$ cat src/rtl/core/jse_pkg.sv
// ----------------------------------------------------------------------------
// JSON string escaper package
// Character codes, sequence sizes and the escape helper functions.
// ----------------------------------------------------------------------------
package jse_pkg;

  typedef logic [7:0] byte_t;

  localparam int BODY_LEN = 6;            // longest escape: backslash u 0 0 X X
  localparam int SEQ_LEN  = BODY_LEN + 2; // plus opening and closing quote

  typedef logic [2:0] body_cnt_t;          // 1, 2 or 6
  typedef logic [3:0] seq_cnt_t;           // 1 .. SEQ_LEN

  localparam byte_t CH_QUOTE   = 8'h22;
  localparam byte_t CH_BSLASH  = 8'h5C;
  localparam byte_t CH_U       = 8'h75;
  localparam byte_t CH_ZERO    = 8'h30;
  localparam byte_t CTRL_LIMIT = 8'h20;

  localparam byte_t CH_BS  = 8'h08;
  localparam byte_t CH_HT  = 8'h09;
  localparam byte_t CH_LF  = 8'h0A;
  localparam byte_t CH_FF  = 8'h0C;
  localparam byte_t CH_CR  = 8'h0D;

  localparam byte_t LET_B  = 8'h62;
  localparam byte_t LET_F  = 8'h66;
  localparam byte_t LET_N  = 8'h6E;
  localparam byte_t LET_R  = 8'h72;
  localparam byte_t LET_T  = 8'h74;
  localparam byte_t NO_LETTER = 8'h00;

  localparam body_cnt_t BODY_PLAIN = 3'd1;
  localparam body_cnt_t BODY_SHORT = 3'd2;
  localparam body_cnt_t BODY_LONG  = 3'd6;

  // Letter after the backslash for a two-byte escape, NO_LETTER otherwise.
  function automatic byte_t esc_letter(input byte_t c);
    byte_t l;
    case (c)
      CH_BS:     l = LET_B;
      CH_FF:     l = LET_F;
      CH_LF:     l = LET_N;
      CH_CR:     l = LET_R;
      CH_HT:     l = LET_T;
      CH_QUOTE:  l = CH_QUOTE;
      CH_BSLASH: l = CH_BSLASH;
      default:   l = NO_LETTER;
    endcase
    return l;
  endfunction

  // Lower-case hex digit.
  function automatic byte_t hex_digit(input logic [3:0] n);
    byte_t d;
    if (n < 4'd10) begin
      d = CH_ZERO + {4'd0, n};
    end else begin
      d = 8'h57 + {4'd0, n};
    end
    return d;
  endfunction

endpackage

$ cat src/rtl/core/json_string_escaper_top.sv
// ----------------------------------------------------------------------------
// JSON string escaper
// Words pass the input, body, sequence and serializer stages and the output
// register. Throughput: one output word per cycle while out_stall is low; an
// input word is taken every cycle while each yields one; a longer one holds
// the serializer until sent. Reset clears all stage valid bits at once.
// ----------------------------------------------------------------------------
module json_string_escaper_top
  import jse_pkg::*;
(
  input  logic       clk,
  input  logic       rst_n,
  input  logic       in_valid,
  output logic       in_stall,
  input  logic [7:0] in_char_byte,
  input  logic       in_first_of_string,
  input  logic       in_last_of_string,
  input  logic       in_empty_string,
  output logic       out_valid,
  input  logic       out_stall,
  output logic [7:0] out_byte,
  output logic       out_last_of_run
);

  // Stage 1: input register
  logic      s1_v_r;
  byte_t     s1_char_r;
  logic      s1_first_r, s1_last_r, s1_empty_r;

  // Stage 2: escape body
  logic      s2_v_r;
  byte_t     s2_body_r [BODY_LEN];
  body_cnt_t s2_blen_r;
  logic      s2_first_r, s2_last_r, s2_empty_r;
  byte_t     s2_body_nxt [BODY_LEN];
  body_cnt_t s2_blen_nxt;

  // Stage 3: full sequence with quotes
  logic      s3_v_r;
  byte_t     s3_seq_r [SEQ_LEN];
  seq_cnt_t  s3_cnt_r;
  byte_t     s3_seq_nxt [SEQ_LEN];
  seq_cnt_t  s3_cnt_nxt;

  // Stage 4: serializer
  logic      s4_v_r;
  byte_t     s4_seq_r [SEQ_LEN];
  seq_cnt_t  s4_rem_r;

  // Output register
  logic      out_valid_r;
  byte_t     out_byte_r;
  logic      out_last_r;

  logic out_ld, s4_emit, s4_done, s4_ld, s3_ld, s2_ld, s1_ld;
  byte_t letter;

  assign out_ld  = !out_valid_r || !out_stall;
  assign s4_emit = s4_v_r && out_ld;
  assign s4_done = s4_emit && (s4_rem_r == seq_cnt_t'(1));
  assign s4_ld   = !s4_v_r || s4_done;
  assign s3_ld   = !s3_v_r || s4_ld;
  assign s2_ld   = !s2_v_r || s3_ld;
  assign s1_ld   = !s1_v_r || s2_ld;
  assign in_stall = !s1_ld;

  assign out_valid       = out_valid_r;
  assign out_byte        = out_byte_r;
  assign out_last_of_run = out_last_r;

  // Escape body from the raw byte
  assign letter = esc_letter(s1_char_r);

  always_comb begin
    for (int i = 0; i < BODY_LEN; i++) begin
      s2_body_nxt[i] = '0;
    end
    if (letter != NO_LETTER) begin
      s2_body_nxt[0] = CH_BSLASH;
      s2_body_nxt[1] = letter;
      s2_blen_nxt    = BODY_SHORT;
    end else if (s1_char_r < CTRL_LIMIT) begin
      s2_body_nxt[0] = CH_BSLASH;
      s2_body_nxt[1] = CH_U;
      s2_body_nxt[2] = CH_ZERO;
      s2_body_nxt[3] = CH_ZERO;
      s2_body_nxt[4] = hex_digit(s1_char_r[7:4]);
      s2_body_nxt[5] = hex_digit(s1_char_r[3:0]);
      s2_blen_nxt    = BODY_LONG;
    end else begin
      s2_body_nxt[0] = s1_char_r;
      s2_blen_nxt    = BODY_PLAIN;
    end
  end

  // Wrap the body in optional quotes
  always_comb begin
    seq_cnt_t base;
    seq_cnt_t close_at;
    base     = {3'd0, s2_first_r};
    close_at = base + {1'b0, s2_blen_r};
    for (int i = 0; i < SEQ_LEN; i++) begin
      s3_seq_nxt[i] = '0;
    end
    if (s2_empty_r) begin
      s3_seq_nxt[0] = CH_QUOTE;
      s3_seq_nxt[1] = CH_QUOTE;
      s3_cnt_nxt    = seq_cnt_t'(2);
    end else begin
      for (int i = 0; i < SEQ_LEN; i++) begin
        if (s2_first_r) begin
          if (i == 0) begin
            s3_seq_nxt[i] = CH_QUOTE;
          end else if (i - 1 < BODY_LEN) begin
            s3_seq_nxt[i] = s2_body_r[i-1];
          end
        end else if (i < BODY_LEN) begin
          s3_seq_nxt[i] = s2_body_r[i];
        end
        if (s2_last_r && (seq_cnt_t'(i) == close_at)) begin
          s3_seq_nxt[i] = CH_QUOTE;
        end
      end
      s3_cnt_nxt = close_at + {3'd0, s2_last_r};
    end
  end

  // Valid bits
  always_ff @(posedge clk) begin
    if (!rst_n) begin
      s1_v_r      <= 1'b0;
      s2_v_r      <= 1'b0;
      s3_v_r      <= 1'b0;
      s4_v_r      <= 1'b0;
      out_valid_r <= 1'b0;
    end else begin
      if (s1_ld) s1_v_r <= in_valid;
      if (s2_ld) s2_v_r <= s1_v_r;
      if (s3_ld) s3_v_r <= s2_v_r;
      if (s4_ld) s4_v_r <= s3_v_r;
      if (out_ld) out_valid_r <= s4_v_r;
    end
  end

  // Payload
  always_ff @(posedge clk) begin
    if (s1_ld) begin
      s1_char_r  <= in_char_byte;
      s1_first_r <= in_first_of_string;
      s1_last_r  <= in_last_of_string;
      s1_empty_r <= in_empty_string;
    end
    if (s2_ld) begin
      s2_body_r  <= s2_body_nxt;
      s2_blen_r  <= s2_blen_nxt;
      s2_first_r <= s1_first_r;
      s2_last_r  <= s1_last_r;
      s2_empty_r <= s1_empty_r;
    end
    if (s3_ld) begin
      s3_seq_r <= s3_seq_nxt;
      s3_cnt_r <= s3_cnt_nxt;
    end
    // load a new word when the last one is gone, else shift out one byte
    if (s4_ld) begin
      s4_seq_r <= s3_seq_r;
      s4_rem_r <= s3_cnt_r;
    end else if (s4_emit) begin
      for (int i = 0; i < SEQ_LEN - 1; i++) begin
        s4_seq_r[i] <= s4_seq_r[i+1];
      end
      s4_seq_r[SEQ_LEN-1] <= '0;
      s4_rem_r <= s4_rem_r - seq_cnt_t'(1);
    end
    if (out_ld) begin
      out_byte_r <= s4_seq_r[0];
      out_last_r <= (s4_rem_r == seq_cnt_t'(1));
    end
  end

endmodule

$ cat config.mk
export PLATFORM = sky130hd
export DESIGN_NAME = json_string_escaper_top
export DESIGN_NICKNAME = d
export VERILOG_FILES = /design/src/rtl/core/jse_pkg.sv /design/src/rtl/core/json_string_escaper_top.sv
export SDC_FILE = /design/constraint.sdc
export NUM_CORES = 1
export LEC_CHECK = 0
export BUFFER_PORTS_ARGS = -buffer_cell sky130_fd_sc_hd__buf_4
export CORE_ASPECT_RATIO = 0.7
export CORE_MARGIN = 2
export CORE_UTILIZATION = 45
export CTS_CLUSTER_SIZE = 24
export DETAILED_ROUTE_END_ITERATION = 7
export GPL_TIMING_DRIVEN = 1
export HOLD_SLACK_MARGIN = 0.05
export PLACE_DENSITY = 0.69
export SYNTH_ARGS = -nofsm -noshare
export SYNTH_HDL_FRONTEND = slang
export SYNTH_SLANG_ARGS = --single-unit
$ cat constraint.sdc
create_clock -name clk -period 3.7 [get_ports clk]
set_input_delay 0.74 -clock clk [delete_from_list [all_inputs] [get_ports clk]]
set_output_delay 0.74 -clock clk [all_outputs]
set_load 0.05 [all_outputs]
# Word level (Yosys, flattened, before mapping)

Index checks and enable logic that the tools add are counted.

Bits in read-only memories: 0
Memories kept: 0
Output and inout port bits: 11
Input bits: 15
Register bits after elaboration: 215
Memory bits (writable): 0
Logic and storage cells: 127
Latch bits: 0

Equal/unequal tests: 15
Multiply operators: 0
Bitwise operators: 2
Reduce and logical (&&, ||, !) cells: 34
$lt $le $gt $ge: 3
Mux-type cells: 22
Shifts and indexed selects: 0
Div/mod/pow operators: 0
$add $sub $neg: 7

Operators with widths:

| kind                | count |
|---|---|
| $mux 64             | 2 |
| $mux 8              | 8 |
| $pmux 7 s7          | 1 |
| $mux 6              | 7 |
| $eq 8x4->1 const B  | 5 |
| $mux 39             | 1 |
| $add 7x4->8 const A | 2 |
| $eq 3x4->1 const A  | 4 |
| $add 6x4->7 const A | 2 |
| $reduce_or 2->1     | 7 |
| $logic_and 1x1->1   | 10 |
| $eq 2x4->1 const A  | 2 |
| $eq 8x6->1 const B  | 1 |
| $eq 8x7->1 const B  | 1 |
| $lt 4x4->1 const B  | 2 |
| $lt 8x6->1 const B  | 1 |
| $mux 4              | 2 |
| $reduce_bool 8->1   | 1 |
| $logic_not 1->1     | 7 |
| $reduce_or 3->1     | 2 |
| $logic_or 1x1->1    | 5 |
| $add 1x3->4         | 1 |
| $add 4x1->4         | 1 |
| $eq 1x4->1 const A  | 1 |
| 6 further kinds     | 7 |

# Logic depth before layout (Yosys ltp)

Gate-level depths: netlist of the first run.

Depth after elaboration: 9
Gate-level depth with buffers: 8
Gate-level depth less buffers: 7

# Worst setup path before layout of the first run

OpenSTA, ideal clock, no wires.

Kind: input-to-reg
Start point: in out_stall
End point: reg s3_cnt_r[0] (enable)
Path buffers: 2
Arrival: 2.557 ns
Setup time: 0.613 ns
Stages on the path: 6
Required time: 3.087 ns
Path slack: 0.531 ns
Cells stage by stage: and2_1 inv_1 a21boi_1 buf_2 buf_2 nand2_1

Word-level cells in the longest chain between the ends: 6

Ends and longest elaborated chain:

| element              | line                           | source |
|---|---|---|
| from (decl)          | json_string_escaper_top.sv:20  | `input logic out_stall,` |
| $logic_not 1->1      | json_string_escaper_top.sv:58  | `assign out_ld = !out_valid_r \|\| !out_stall;` |
| $logic_or 1x1->1     | json_string_escaper_top.sv:58  |  |
| via out_ld           | json_string_escaper_top.sv:55  | `logic out_ld, s4_emit, s4_done, s4_ld, s3_ld, s2_ld, s1_ld;` |
| $logic_and 1x1->1    | json_string_escaper_top.sv:59  | `assign s4_emit = s4_v_r && out_ld;` |
| $logic_and 1x1->1    | json_string_escaper_top.sv:60  | `assign s4_done = s4_emit && (s4_rem_r == seq_cnt_t'(1));` |
| $logic_or 1x1->1     | json_string_escaper_top.sv:61  | `assign s4_ld = !s4_v_r \|\| s4_done;` |
| $logic_or 1x1->1     | json_string_escaper_top.sv:62  | `assign s3_ld = !s3_v_r \|\| s4_ld;` |
| via s3_ld            | json_string_escaper_top.sv:55  |  |
| to (signal assigned) | json_string_escaper_top.sv:162 | `s3_cnt_r <= s3_cnt_nxt;` |
| to (decl)            | json_string_escaper_top.sv:41  | `seq_cnt_t s3_cnt_r;` |

The timed path passes the listed nets, and every way through them passes these cells.
A chain may end at the register's enable or synchronous reset.

# Worst setup path in the final report of the first run

Start point: reg s4_rem_r[1]
End point: out in_stall

Word-level cells in the longest chain between the ends: 7

Ends and longest elaborated chain:

| element                | line                           | source |
|---|---|---|
| from (decl)            | json_string_escaper_top.sv:48  | `seq_cnt_t s4_rem_r;` |
| from (signal assigned) | json_string_escaper_top.sv:167 | `s4_rem_r <= s3_cnt_r;` |
| from (signal assigned) | json_string_escaper_top.sv:173 | `s4_rem_r <= s4_rem_r - seq_cnt_t'(1);` |
| $eq 4x1->1             | json_string_escaper_top.sv:60  |  |
| $logic_and 1x1->1      | json_string_escaper_top.sv:60  |  |
| $logic_or 1x1->1       | json_string_escaper_top.sv:61  |  |
| $logic_or 1x1->1       | json_string_escaper_top.sv:62  |  |
| $logic_or 1x1->1       | json_string_escaper_top.sv:63  | `assign s2_ld = !s2_v_r \|\| s3_ld;` |
| $logic_or 1x1->1       | json_string_escaper_top.sv:64  | `assign s1_ld = !s1_v_r \|\| s2_ld;` |
| $logic_not 1->1        | json_string_escaper_top.sv:65  | `assign in_stall = !s1_ld;` |
| to (decl)              | json_string_escaper_top.sv:14  | `output logic in_stall,` |

No other way between the ends.

==> run_results.csv, run 1 <==
group,metric,value,unit
sta,rsz0062_at_grt,"false",
global_routing,grt_first_pass_wirelength,19.73,mm
synthesis,synthAdderAreaFrac,0.02335,
power_and_ir_drop,leakage,3.462,nW
power_and_ir_drop,sw_frac_of_total,0.2234,
final_layout,n_antenna_cell,0,
final_layout,final_common_cell,"edfxtp_1",
synthesis,synth-xor-area-share,0.006286,
routing,drc,0,
routing,avgViaCountPerCell,4.957,
final_layout,synthToLayoutAreaGrowth,15.45,%
sta,fin_tns_setup,0,ns
min_path,whs_path_depth,0,
setup_path,start_kind,"register",
sta,finalCritPeriodShare,0.8039,
die,die_x,152.7,um
power_and_ir_drop,powerDensity,536.2,nW/um2
setup_path,critPathMaxFanout,12,
die,fp.coreArea,15310,um2
final_layout,fillers,1251,
place,hpwl,8.230,mm
clock_tree,cts-resized-gates,0,
synthesis,synthSimpleGateAreaFrac,0.1633,
clock_tree,clockBufferDepth,2,
clock_tree,cts.hold.buffers_added,0,
setup_path,worstSetupPathType,"register to output port",
routing,vias,3881,
die,die_h,108.1,um
final_layout,layout-drive-gt1-share,0.1372,
setup_path,crit_path_max_incr_delay,0.53,ns
synthesis,ys_types,48,
min_path,min_path_type,"register to register",
clock_tree,post_cts_buffers,0,
final_layout,final_cell_mix,"162 x edfxtp_1, 147 x nand2_1, 33 x buf_4, 29 x and2_1, 19 x nor2_1",
sta,hold_viol,0,
clock_tree,numCtsBuffers,17,
die,core.rowCount,38,
die,die_area,16510,um2
global_routing,grt_remaining_overflow,0,
clock_tree,clkLatencyLatePin,0.42,ns
job,drv_cap,0,
sta,drv_slew,0,
setup_path,crit_path_end_kind,"output port",
setup_path,path_cells,"inv_1, ha_1, nor3b_1, a21boi_4, nand4_1, buf_4, inv_1, buf_4",
final_layout,fin_nets,598,
synthesis,ys_seq_area_frac,0.7126,
power_and_ir_drop,intPower,3.349,mW
power_and_ir_drop,ir_drop,0.3169,mV
clock_tree,cts_tree,"done",
clock_tree,cts.sinks,167,
synthesis,netlist_top_cells_area,"edfxtp_1 70%, nand2_1 8.0%, and2_1 2.6%",
synthesis,syn_area,6967,um2
synthesis,synth_top_area_share,0.6983,
die,ioPinCount,26,
synthesis,synth_compound_area_frac,0.04759,
routing,drt_iter0_drc,312,
global_routing,grt_antenna_before_repair,0,
clock_tree,cts_htree_levels,4,
power_and_ir_drop,seqPwrFrac,0.514,
clock_tree,root_buffer,"clkbuf_16",
sta,tightest_slew,0.7916,ns
clock_tree,cts.clk_slew.worst_paths,0.07,ns
sta,clock.fmax,336.2,MHz
setup_path,required,2.96,ns
place,portBuffers,25,
global_routing,grt_usage,0.1574,
synthesis,postSynthCellCount,535,
setup_path,slowest_stage,"nor3b_1",
sta,period_needed,2.975,ns
sta,finalClockSkew,0.009485,ns
setup_path,reg2reg_depth,7,
synthesis,async_reset_ff_frac,0,
setup_path,arrival,2.23,ns
sta,setup_violations,0,
synthesis,synth_top_family_by_area,"simple AND/OR/NAND/NOR gates",
power_and_ir_drop,power_switching,0.9632,mW
routing,wl_per_cell,15.16,um
global_routing,grt_max_degree,49,
run_status,status,"finished clean",
die,start_util,0.4551,
synthesis,yosys_warnings,0,
synthesis,yosysTopAreaCell,"edfxtp_1",
synthesis,synthMuxAreaShare,0.02191,
routing,drt-pass1-iter-count,4,
global_routing,grt_pass1_vias,3769,
synthesis,synth_edf_count,162,
power_and_ir_drop,power_frac_comb,0.052,
synthesis,synthFlopType,"edfxtp_1",
power_and_ir_drop,clkPwrFrac,0.434,
routing,drt_wl_total,11.87,mm
synthesis,synth_seq_cells,167,
final_layout,final_core_util,0.5253,
synthesis,syn_area_per_cell,13.02,um2
place,place_congestion,0.8960,
routing,ant_nets,0,
sta,slew_headroom,0.4711,
==> cell usage after synthesis (2+ instances only) <==
library cell and instances:
a211o_1 2, a211oi_1 4, a211oi_2 2, a21boi_0 2, a21boi_1 2, a21o_1 3, a21oi_1 16, and2_1 29
and3_1 4, buf_2 13, clkbuf_1 5, dfxtp_1 5, edfxtp_1 162, ha_1 13, inv_1 17, mux2_2 2
mux2i_1 13, nand2_1 149, nand2b_1 5, nand3_1 8, nand4_1 4, nor2_1 19, nor2b_1 7, nor3_1 4
nor3b_1 4, o21a_1 4, o21ai_0 8, o31ai_1 3, or2_2 2, or3_1 3, xnor2_1 4
==> path summary, 6_finish.rpt <==
check,start,end,slack [ns]
worst min register to register,s4_seq_r[62],out_byte[6],0.42
worst max-delay path,s4_rem_r[1],in_stall,0.73
worst min-delay path,s4_seq_r[62],out_byte[6],0.42
worst max register to register,s4_rem_r[1],s3_seq_r[19],1.17
==> layer usage <==
layer  up-vias  part of all wire  global-route usage
li1       1951                 -                   -
met5         -                 0                   0
met4         0            0.0081             0.04630
met1      1850              0.51              0.2282
met3         9             0.055             0.05050
met2        71              0.43              0.2284
==> registers in the layout, summed over array words and instances, names as in the netlist, 2 cells and up <==
name / count
out_byte: 8
s4_seq_r: 52
s3_seq_r: 48
s2_body_r: 29
s1_char_r: 8
s3_cnt_r: 4
s4_rem_r: 4
s2_blen_r: 2
==> area by class of cell <==
type	count	area, um2	share of cell area
multi-input cells	333	1859	0.2312
well taps	200	250.2	0.03111
flip-flops and latches	167	4965	0.6173
clock buffers	17	425.4	0.05289
repair buffers	34	267.8	0.03329
inverters	17	63.81	0.007934
clock inverters	15	211.5	0.02629
==> power by group through the flow <==
stage               Clock, mW  Sequential [mW]  Combinational [mW]
finish                   1.87             2.22               0.225
global route             1.99             2.23               0.252
CTS                      1.90             2.22               0.226
detailed placement          0             2.26               0.224
global placement            0             2.25               0.219
floorplan                   0             2.26               0.140
==> stage by stage <==
step                setup slack [ns]  cells  hold slack, ns  cell area [um2]  power, mW
finish                        0.7254    783          0.4225             8043      4.313
global route                  0.5251    783          0.4252             8043      4.463
CTS                           0.7029    783          0.4234             8043      4.341
detailed placement            0.8242    751          0.4065             7406      2.481
global placement              0.8894    751          0.4017             7406      2.473
floorplan                     0.5307    538          0.4003             6978      2.403
==> cells by family (layout without fill, tap and decap cells) <==
kind of cell    after synthesis  count (layout)
compound gates               50              50
xor+xnor                      5               5
buf+inv                      38              83
simple gates                246             246
fa+ha+maj                    13              13
flops                       167             167
mux                          15              15
other cells                   1               4
==> worst max-delay path: cells and delay by family, from the launching register on <==
family                     cells  cell delay (ns)
adders and majority gates      1             0.13
and+or+nand+nor                2             0.64
AOI/OAI and AO/OA              1             0.11
buffers and inverters          4             0.55
DFF                            1             0.38
Power figures use the tool's default switching activity.
==> inputs of run 2 (changes only) <==
==> constraint.sdc (replaced) <==
create_clock -name clk -period 2.85 [get_ports clk]
set_input_delay 0.57 -clock clk [delete_from_list [all_inputs] [get_ports clk]]
set_output_delay 0.57 -clock clk [all_outputs]
set_load 0.05 [all_outputs]
==> run_results.csv, run 2 (synthesis gave the netlist of run 1 again) <==
group,metric,value,unit
sta,period_needed,2.574,ns
final_layout,n_antenna_cell,0,
sta,hold_slack,0.3292,ns
setup_path,start_kind,"register",
setup_path,crit_path_max_incr_delay,0.45,ns
clock_tree,cts_htree_levels,4,
routing,drt_iter0_drc,318,
sta,finalClockSkew,0.01212,ns
final_layout,fin_nets,598,
power_and_ir_drop,leakage,3.435,nW
sta,clock.fmax,388.6,MHz
power_and_ir_drop,ir_drop,0.4289,mV
sta,rsz0062_at_grt,"false",
routing,drt_wl_total,11.95,mm
clock_tree,cts.sinks,167,
die,fp.coreArea,15310,um2
clock_tree,clkLatencyLatePin,0.42,ns
final_layout,synthToLayoutAreaGrowth,14.31,%
clock_tree,cts_tree,"done",
die,ioPinCount,26,
sta,hold_viol,0,
place,hpwl,7.986,mm
place,dpl_worst_slack,0.4063,ns
min_path,min_from,"in_char_byte[4]",
sta,slew_headroom,0.5674,
sta,finalCritPeriodShare,0.9030,
sta,fin_ws,0.2765,ns
final_layout,final_cell_count_no_fill,783,
run_status,status,"finished clean",
power_and_ir_drop,finalPower,5.206,mW
die,die_h,108.1,um
power_and_ir_drop,powerDensity,653.7,nW/um2
setup_path,slowest_stage,"edfxtp_1",
setup_path,critPathMaxFanout,6,
die,die_x,152.7,um
setup_path,worstSetupPathType,"register to output port",
place,place_congestion,0.8290,
setup_path,required,2.28,ns
setup_path,cp-startpoint,"s4_rem_r[0]",
final_layout,final_area,7964,um2
job,drv_cap,0,
routing,avgViaCountPerCell,5.032,
global_routing,grt_antenna_before_repair,0,
final_layout,largest_reg_flops,52,
sta,fin_tns_setup,0,ns
global_routing,grt_usage,0.1555,
die,core.rowCount,38,
final_layout,fillers,1292,
routing,drt-pass1-iter-count,5,
setup_path,crit_path_end_kind,"output port",
place,dp.cells,751,
routing,drc,0,
sta,tightest_slew,0.6475,ns
min_path,min_path_type,"input pin to register",
place,placed_area,7431,um2
global_routing,grt_remaining_overflow,0,
routing,vias,3940,
place,portBuffers,25,
die,start_util,0.4551,
sta,setup_violations,0,
clock_tree,root_buffer,"clkbuf_16",
clock_tree,numCtsBuffers,17,
final_layout,final_cell_mix,"162 x edfxtp_1, 147 x nand2_1, 31 x buf_4, 29 x and2_1, 19 x nor2_1",
global_routing,grt_max_degree,57,
setup_path,r2r-start,"s1_char_r[1]",
sta,drv_slew,0,
final_layout,final_core_util,0.5202,
final_layout,final_common_cell,"edfxtp_1",
setup_path,path_cells,"ha_1, nor3b_2, a21boi_4, nand4_1, inv_1, buf_4",
setup_path,arrival,2.00,ns
routing,ant_nets,0,
clock_tree,clockBufferDepth,2,
final_layout,layout-drive-gt1-share,0.1372,
clock_tree,cts.clk_slew.worst_paths,0.06,ns
final_layout,regMostFlops,"s4_seq_r",
routing,wl_per_cell,15.26,um
global_routing,grt_pass1_vias,3937,
final_layout,reg_top3,"s4_seq_r: 52 flops, s3_seq_r: 48 flops, s2_body_r: 29 flops",
global_routing,grt_first_pass_wirelength,19.82,mm
die,die_area,16510,um2
run 2: cell types whose count changed in the layout (fill, tap and decap cells not counted), sizes merged:
| cell | before | now |
|---|---|---|
| inv | 25 | 21 |
| bufinv | 3 | 0 |
| clkinv | 3 | 10 |
run 2: final timing paths:
path / endpoint / slack [ns] / cells after the start
setup reg to reg: s2_body_r[1] / 0.33 / 6
hold / removal: s1_char_r[4] / 0.33 / 1
setup / recovery: in_stall / 0.28 / 6
hold reg to reg: out_byte[6] / 0.42 / 0
run 2: area by class of cell:
type / count / area [um2] / area share
Inverter: 17 / 63.81 / 0.008013
Sequential cell: 167 / 4965 / 0.6234
Timing Repair Buffer: 34 / 292.8 / 0.03676
Multi-Input combinational cell: 333 / 1864 / 0.2341
Clock buffer: 17 / 425.4 / 0.05342
Tap cell: 200 / 250.2 / 0.03142
Clock inverter: 15 / 102.6 / 0.01288
run 2: report_power, final:
group	internal (mW)	switching (mW)	total (mW)
Combinational	0.116	0.186	0.302
Sequential	2.81	0.0609	2.87
Clock	1.11	0.915	2.03
run 2: timing repair:
item	CTS	global route
hold buffers	0	0
gates resized for setup	0	1
endpoints found under the setup margin	0	1
buffers inserted	0	0
run 2: per-layer routing:
metal / share of wire / GRT usage
met3: 0.047 / 0.03567
met5: 0 / 0
met2: 0.45 / 0.2389
met1: 0.49 / 0.2231
met4: 0.0087 / 0.04828
run 2: worst max-delay path: cells and delay by family, from the launching register on:
kind                       cells  cell delay, ns
and+or+nand+nor                2            0.37
adders and majority gates      1            0.23
buffers and inverters          2            0.30
DFF                            1            0.45
AOI/OAI and AO/OA              1            0.24
